`src/rtl/btw_pkg.sv`:
```
// Package for the balanced-ternary weight core: widths, power-of-three
// constants and the token and beat structs shared by the cell row and the top.
`timescale 1ns / 1ps
`default_nettype none

package btw_pkg;

    localparam int NUM_TRITS = 22;
    localparam int VALUE_W   = 34;
    localparam int WEIGHT_W  = 34;
    localparam int TDATA_W   = ((VALUE_W + 7) / 8) * 8;
    localparam int MDATA_W   = ((WEIGHT_W + 7) / 8) * 8;
    localparam int TUSER_W   = 2;

    // 3^k, elaboration-time only
    function automatic logic [63:0] pow3(input int k);
        logic [63:0] p;
        p = 64'd1;
        for (int i = 0; i < k; i++) begin
            p = p * 64'd3;
        end
        return p;
    endfunction

    // 3^0 + .. + 3^k, zero for k < 0
    function automatic logic [63:0] sum3(input int k);
        logic [63:0] s;
        s = 64'd0;
        for (int i = 0; i <= k; i++) begin
            s = s + pow3(i);
        end
        return s;
    endfunction

    localparam logic [63:0] FULL_SUM64 = sum3(NUM_TRITS - 1);
    localparam int SUM_BITS = $clog2(FULL_SUM64 + 64'd1);
    // width of per-cell constants and of compares against them
    localparam int CW = (SUM_BITS > VALUE_W) ? SUM_BITS : VALUE_W;
    localparam logic [CW-1:0] FULL_SUM = CW'(FULL_SUM64);

    typedef struct packed {
        logic               valid;
        logic               err;
        logic               left;
        logic [VALUE_W-1:0] r;
    } token_t;

    typedef struct packed {
        logic                valid;
        logic [WEIGHT_W-1:0] weight;
        logic                left;
        logic                last;
        logic                oor;
    } beat_t;

endpackage

`default_nettype wire

```
`src/rtl/btw_cell.sv`:
```
// One trit position of the balanced-ternary row. Holds a token, places 3^k
// when the remainder needs it, hands the token on. Depends on btw_pkg.
`timescale 1ns / 1ps
`default_nettype none

module btw_cell (
    input  wire logic                  aclk,
    input  wire logic                  aresetn,
    input  wire logic                  en,
    input  wire logic [btw_pkg::CW-1:0] power_i,  // 3^k
    input  wire logic [btw_pkg::CW-1:0] below_i,  // 3^0 + .. + 3^(k-1)
    input  btw_pkg::token_t            tok_i,
    output btw_pkg::token_t            tok_o,
    output btw_pkg::beat_t             beat_o,
    output logic                       busy_o
);
    import btw_pkg::*;

    token_t             tok_reg;
    token_t             tok_next;
    logic [CW-1:0]      r_ext;
    logic [CW-1:0]      diff;
    logic               flip;
    logic               hit;
    logic [VALUE_W-1:0] r_new;

    always_comb begin
        tok_next = en ? tok_i : tok_reg;
    end

    always_ff @(posedge aclk) begin
        if (!aresetn) begin
            tok_reg.valid <= 1'b0;
        end else begin
            tok_reg.valid <= tok_next.valid;
        end
        tok_reg.err  <= tok_next.err;
        tok_reg.left <= tok_next.left;
        tok_reg.r    <= tok_next.r;
    end

    // remainder never exceeds 3^0+..+3^k here; it needs 3^k once above the lower sum
    always_comb begin
        r_ext = CW'(tok_reg.r);
        hit   = tok_reg.valid && (tok_reg.err || (r_ext > below_i));
        if (r_ext >= power_i) begin
            diff = r_ext - power_i;
            flip = 1'b0;
        end else begin
            diff = power_i - r_ext;
            flip = 1'b1;
        end
        r_new = hit ? diff[VALUE_W-1:0] : tok_reg.r;
    end

    always_comb begin
        beat_o.valid  = hit;
        beat_o.weight = tok_reg.err ? '0 : power_i[WEIGHT_W-1:0];
        beat_o.left   = tok_reg.left;
        beat_o.last   = tok_reg.err || (r_new == '0);
        beat_o.oor    = tok_reg.err;

        tok_o.valid = tok_reg.valid && !tok_reg.err && (r_new != '0);
        tok_o.err   = 1'b0;
        tok_o.left  = (hit && flip) ? !tok_reg.left : tok_reg.left;
        tok_o.r     = r_new;
    end

    assign busy_o = tok_reg.valid;

endmodule

`default_nettype wire

```
`src/rtl/balanced_ternary_weights_core.sv`:
```
// Top level of the balanced-ternary weight core: stream ports, the row of
// btw_cell stages and the output register. Depends on btw_pkg and btw_cell.
`timescale 1ns / 1ps
`default_nettype none

// Breaks each input value into power-of-three weights, largest first, each
// tagged with its pan (right pan first, switching whenever a weight overshoots
// the remainder). A row of NUM_TRITS cells, one per power 3^k from the top
// down, passes the remainder along one cell per cycle; a cell emits one beat
// when the remainder needs its power. Only one value is in the row at a time:
// s_tready is high when the row is empty and the output register can load.
// An item walks down the row from the top cell, then enters the output
// register; the row frees as soon as the final weight is placed, and output
// stalls freeze the whole row. A zero value is taken and gives no beat. A
// value above (3^NUM_TRITS-1)/2 gives a single beat with weight 0, tlast set
// and the out-of-range flag set.
module balanced_ternary_weights_core (
    input  wire logic                       aclk,
    input  wire logic                       aresetn,
    // input stream
    input  wire logic                       s_tvalid,
    output logic                            s_tready,
    input  wire logic [btw_pkg::TDATA_W-1:0] s_tdata,   // [33:0] value
    // result stream
    output logic                            m_tvalid,
    input  wire logic                       m_tready,
    output logic [btw_pkg::MDATA_W-1:0]     m_tdata,    // [33:0] weight
    output logic [btw_pkg::TUSER_W-1:0]     m_tuser,    // [0] on_left_pan, [1] out_of_range
    output logic                            m_tlast     // last weight of this value
);
    import btw_pkg::*;

    token_t               tok_in;
    token_t               tok_out [NUM_TRITS];
    beat_t                beats   [NUM_TRITS];
    logic [NUM_TRITS-1:0] cell_busy;
    logic [NUM_TRITS-1:0] cell_emit;
    beat_t                beat_any;
    logic                 out_free;
    logic                 in_beat;
    logic [VALUE_W-1:0]   value;

    logic                 m_valid_reg;
    logic                 m_valid_next;
    logic [WEIGHT_W-1:0]  weight_reg;
    logic                 left_reg;
    logic                 last_reg;
    logic                 oor_reg;

    // output register frees when empty or being taken; the row moves with it
    assign out_free = !m_valid_reg || m_tready;
    assign s_tready = (cell_busy == '0) && out_free;
    assign in_beat  = s_tvalid && s_tready;
    assign value    = s_tdata[VALUE_W-1:0];

    // new token enters the top cell; error tokens report from there at once
    always_comb begin
        tok_in.valid = in_beat && (value != '0);
        tok_in.err   = CW'(value) > FULL_SUM;
        tok_in.left  = 1'b0;
        tok_in.r     = value;
    end

    for (genvar k = 0; k < NUM_TRITS; k++) begin : g_cell
        localparam logic [CW-1:0] POWER = CW'(pow3(k));
        localparam logic [CW-1:0] BELOW = CW'(sum3(k - 1));

        btw_cell u_cell (
            .aclk    (aclk),
            .aresetn (aresetn),
            .en      (out_free),
            .power_i (POWER),
            .below_i (BELOW),
            .tok_i   ((k == NUM_TRITS - 1) ? tok_in : tok_out[(k + 1) % NUM_TRITS]),
            .tok_o   (tok_out[k]),
            .beat_o  (beats[k]),
            .busy_o  (cell_busy[k])
        );

        assign cell_emit[k] = beats[k].valid;
    end

    // a single token means at most one cell emits per cycle
    always_comb begin
        beat_any = '0;
        for (int k = 0; k < NUM_TRITS; k++) begin
            if (beats[k].valid) begin
                beat_any = beat_any | beats[k];
            end
        end
    end

    always_comb begin
        m_valid_next = m_valid_reg;
        if (out_free) begin
            m_valid_next = beat_any.valid;
        end
    end

    always_ff @(posedge aclk) begin
        if (!aresetn) begin
            m_valid_reg <= 1'b0;
        end else begin
            m_valid_reg <= m_valid_next;
        end
        if (out_free && beat_any.valid) begin
            weight_reg <= beat_any.weight;
            left_reg   <= beat_any.left;
            last_reg   <= beat_any.last;
            oor_reg    <= beat_any.oor;
        end
    end

    assign m_tvalid = m_valid_reg;
    assign m_tdata  = MDATA_W'(weight_reg);
    assign m_tuser  = {oor_reg, left_reg};
    assign m_tlast  = last_reg;

    // one value in the row at most
    a_one_token: assert property (@(posedge aclk) disable iff (!aresetn)
        $onehot0(cell_busy))
        else $error("more than one token in the cell row");

    a_one_emit: assert property (@(posedge aclk) disable iff (!aresetn)
        $onehot0(cell_emit))
        else $error("several cells emitting in one cycle");

    // an error beat is always alone and carries no weight
    a_err_beat: assert property (@(posedge aclk) disable iff (!aresetn)
        (m_valid_reg && oor_reg) |-> (last_reg && (weight_reg == '0)))
        else $error("out-of-range beat malformed");

    // a stalled row must not lose its token
    a_row_hold: assert property (@(posedge aclk) disable iff (!aresetn)
        (!out_free && (cell_busy != '0)) |=> (cell_busy != '0))
        else $error("token lost while output stalled");

endmodule

`default_nettype wire
```
`config.mk`:
```
export PLATFORM = sky130hd
export DESIGN_NAME = balanced_ternary_weights_core
export DESIGN_NICKNAME = d
export VERILOG_FILES = /design/src/rtl/btw_pkg.sv /design/src/rtl/btw_cell.sv /design/src/rtl/balanced_ternary_weights_core.sv
export SDC_FILE = /design/constraint.sdc
export NUM_CORES = 2
export LEC_CHECK = 0
export BUFFER_PORTS_ARGS = -buffer_cell sky130_fd_sc_hd__buf_2
export CORE_ASPECT_RATIO = 1.75
export CORE_UTILIZATION = 55
export DETAILED_ROUTE_END_ITERATION = 12
export PLACE_DENSITY = 0.74
export SYNTH_ARGS = -nofsm -noshare
export SYNTH_HDL_FRONTEND = slang
export SYNTH_SLANG_ARGS = --single-unit
```
`constraint.sdc`:
```
create_clock -name aclk -period 26.3 [get_ports aclk]
set_input_delay 5.26 -clock aclk [delete_from_list [all_inputs] [get_ports aclk]]
set_output_delay 5.26 -clock aclk [all_outputs]
set_load 0.1 [all_outputs]
```
==> results.json <==
{
  "outcome": "completed",
  "detail-route-antenna-nets": 0,
  "rrSetupSlack_ns": 19.33,
  "grt_max_degree": 192,
  "rr_worst_depth": 13,
  "ys_warn_count": 0,
  "worstSetupStartpoint": "m_tready",
  "drc": 0,
  "die-height_um": 452,
  "syn-cell-area_um2": 63800,
  "synth_edf_count": 802,
  "nets": 7170,
  "fillers": 10192,
  "rsz0062_at_grt": "no",
  "crit_end": "s_tready",
  "fin_crit_sh": 0.489,
  "synth_top_area_frac": 0.378,
  "cts.sinks": 825,
  "postCtsSetupBuffers": 0,
  "ys_ff_latch": 825,
  "drive_gt1_frac": 0.0618,
  "grt-ovfl-total": 0,
  "routabilityCongestion": 1.05,
  "dpl.hpwl_um": 185000,
  "most-common-layout-cells": "edfxtp_1, nand2_1, nor2_1",
  "wl_per_cell_um": 28.4,
  "dr.pass1.iters": 9,
  "synth.largest_area_cell": "edfxtp_1",
  "design_area_um2": 67500,
  "grt_first_pass_wirelength_um": 363000,
  "synthArstFlopShare": 0,
  "setup_tns_ns": 0,
  "r2r-end": "m_tlast$_DFFE_PP_",
  "postSynthAreaPerCell_um2": 8.79,
  "required_ns": 21.04,
  "reg2reg_from": "g_cell[5].u_cell.r_ext[8]$_DFFE_PP_",
  "hold_violations": 0,
  "power_w": 0.00707,
  "skew_ns": 0.0210,
  "crit_path_end_kind": "output pin",
  "ioPinCount": 89,
  "via_per_inst": 7.12,
  "synthTopCellsByArea": "edfxtp_1, xnor2_1, xor2_1",
  "worst_pin_slew_ns": 1.34,
  "std_cell_rows": 164,
  "drtIter0Drc": 6565,
  "synthFlopType": "edfxtp_1",
  "yosysSeqAreaShare": 0.385,
  "dp_slack_ns": 13.47,
  "syn_inst": 7255,
  "power_density_nw_per_um2": 105,
  "htreeDepth": 3,
  "cts_buffers": 80,
  "cp-start-kind": "input port",
  "synth.distinct_cells": 106,
  "cts-root-buf": "clkbuf_16",
  "p_leak_nw": 22.6,
  "cts_resized": 0,
  "hp-class": "register to register",
  "slew_headroom": 0.0959,
  "dieArea_um2": 117000,
  "grt_antenna_before_repair": 8,
  "wl_um": 244000,
  "final-setup-viol-count": 0,
  "path_clk_slew_ns": 0.06,
  "clk-insertion-delay-late_ns": 0.72,
  "layout_commonest_cell": "edfxtp_1",
  "syn_to_final_growth_pct": 5.91,
  "tritoncts": "done",
  "whs_path_depth": 2,
  "cap_violations": 0,
  "clock_path_buffers": 3,
  "dpl_cell_area_um2": 65000,
  "setup_ws_ns": 13.43,
  "core_area_um2": 115000,
  "crit_fanout": 105,
  "largest_reg_flops": 748,
  "cts-hold-fix-buffers": 0,
  "fmax_mhz": 77.7,
  "grt_pass1_vias": 59258,
  "path_class": "input port to output pin",
  "port_buffers": 74,
  "period_needed_ns": 12.87,
  "initial_core_util": 0.557,
  "slew_viol_final": 0,
  "vias": 61215,
  "cp.arrival_ns": 7.61,
  "ir_drop_v": 0.0000759,
  "die_w_um": 259,
  "grt_use_total": 0.409
}
-- cell usage after synthesis (32+ instances only) --
| master | count |
|---|---|
| a211oi_1 | 96 |
| a21o_1 | 66 |
| a21oi_1 | 451 |
| a31oi_1 | 109 |
| and2_1 | 76 |
| and3_1 | 69 |
| and4_1 | 40 |
| clkbuf_1 | 412 |
| edfxtp_1 | 802 |
| ha_1 | 98 |
| inv_1 | 184 |
| mux2i_1 | 59 |
| nand2_1 | 583 |
| nand2b_1 | 74 |
| nand3_1 | 254 |
| nand3b_1 | 40 |
| nand4_1 | 167 |
| nand4b_1 | 44 |
| nor2_1 | 568 |
| nor2b_1 | 54 |
| nor3_1 | 333 |
| nor3b_1 | 32 |
| nor4_1 | 227 |
| nor4b_1 | 40 |
| o211ai_1 | 83 |
| o21a_1 | 48 |
| o21ai_0 | 387 |
| o21ai_1 | 58 |
| o31ai_1 | 70 |
| or2_2 | 67 |
| or3_1 | 145 |
| or4_1 | 116 |
| xnor2_1 | 399 |
| xor2_1 | 280 |
-- critical path, cell delays in order --
cell and delay (ns):
buf_2 0.10, nor2b_4 0.04, buf_4 0.30, inv_8 0.55, nand3_1 0.22, nor2_1 0.55, buf_2 0.55
-- worst min path at each step --
stage | slack (ns) | to | start
3_5_place_dp | 0.49 | g_cell[2].u_cell.busy_o$_SDFFE_PN0P_ | g_cell[2].u_cell.busy_o$_SDFFE_PN0P_
5_1_grt | 0.52 | g_cell[2].u_cell.busy_o$_SDFFE_PN0P_ | g_cell[2].u_cell.busy_o$_SDFFE_PN0P_
2_1_floorplan | 0.45 | g_cell[2].u_cell.busy_o$_SDFFE_PN0P_ | g_cell[2].u_cell.busy_o$_SDFFE_PN0P_
6_report | 0.50 | g_cell[2].u_cell.busy_o$_SDFFE_PN0P_ | g_cell[2].u_cell.busy_o$_SDFFE_PN0P_
4_1_cts | 0.50 | g_cell[2].u_cell.busy_o$_SDFFE_PN0P_ | g_cell[2].u_cell.busy_o$_SDFFE_PN0P_
3_3_place_gp | 0.47 | g_cell[2].u_cell.busy_o$_SDFFE_PN0P_ | g_cell[2].u_cell.busy_o$_SDFFE_PN0P_
-- metrics by stage --
| step | utilization | std cells | hold slack [ns] |
|---|---|---|---|
| 2_1_floorplan | - | 7262 | 0.454 |
| 3_3_place_gp | 0.567 | 8440 | 0.471 |
| 3_5_place_dp | 0.567 | 8440 | 0.492 |
| 4_1_cts | 0.590 | 8587 | 0.500 |
| 5_1_grt | 0.590 | 8588 | 0.523 |
| 6_report | 0.590 | 8594 | 0.498 |
-- power by group --
group	switching, W	internal (W)
Clock	0.000542	0.000622
Combinational	0.00173	0.000947
Sequential	0.00106	0.00217
-- logic make-up after synthesis --
logic type / count (synthesis) / share of synthesized area
AOI/OAI and AO/OA: 1877 / 0.194
xor gates and xnor gates: 679 / 0.0933
adders and majority gates: 98 / 0.0192
buffers and inverters: 667 / 0.0411
DFF: 825 / 0.385
muxes: 68 / 0.0109
other: 1 / 0.0000588
and+or+nand+nor: 3040 / 0.256
-- per-layer routing --
metal,vias to the layer above,global-route usage,wire length [um]
li1,27219,-,-
met1,29103,0.379,74200
met2,3582,0.746,125000
met3,1303,0.0807,18300
met4,8,0.370,26400
met5,-,0.000415,50
-- cell type report --
| cell class | instances | area [um^2] | share of cell area |
|---|---|---|---|
| Inverter | 186 | 706 | 0.0104 |
| Multi-Input combinational cell | 5770 | 36800 | 0.545 |
| Clock buffer | 96 | 2120 | 0.0315 |
| Antenna cell | 7 | 17.5 | 0.000259 |
| Clock inverter | 51 | 423 | 0.00626 |
| Timing Repair Buffer | 165 | 1070 | 0.0158 |
| Tap cell | 1494 | 1870 | 0.0277 |
| Sequential cell | 825 | 24500 | 0.363 |
Power figures use the tool's default switching activity.
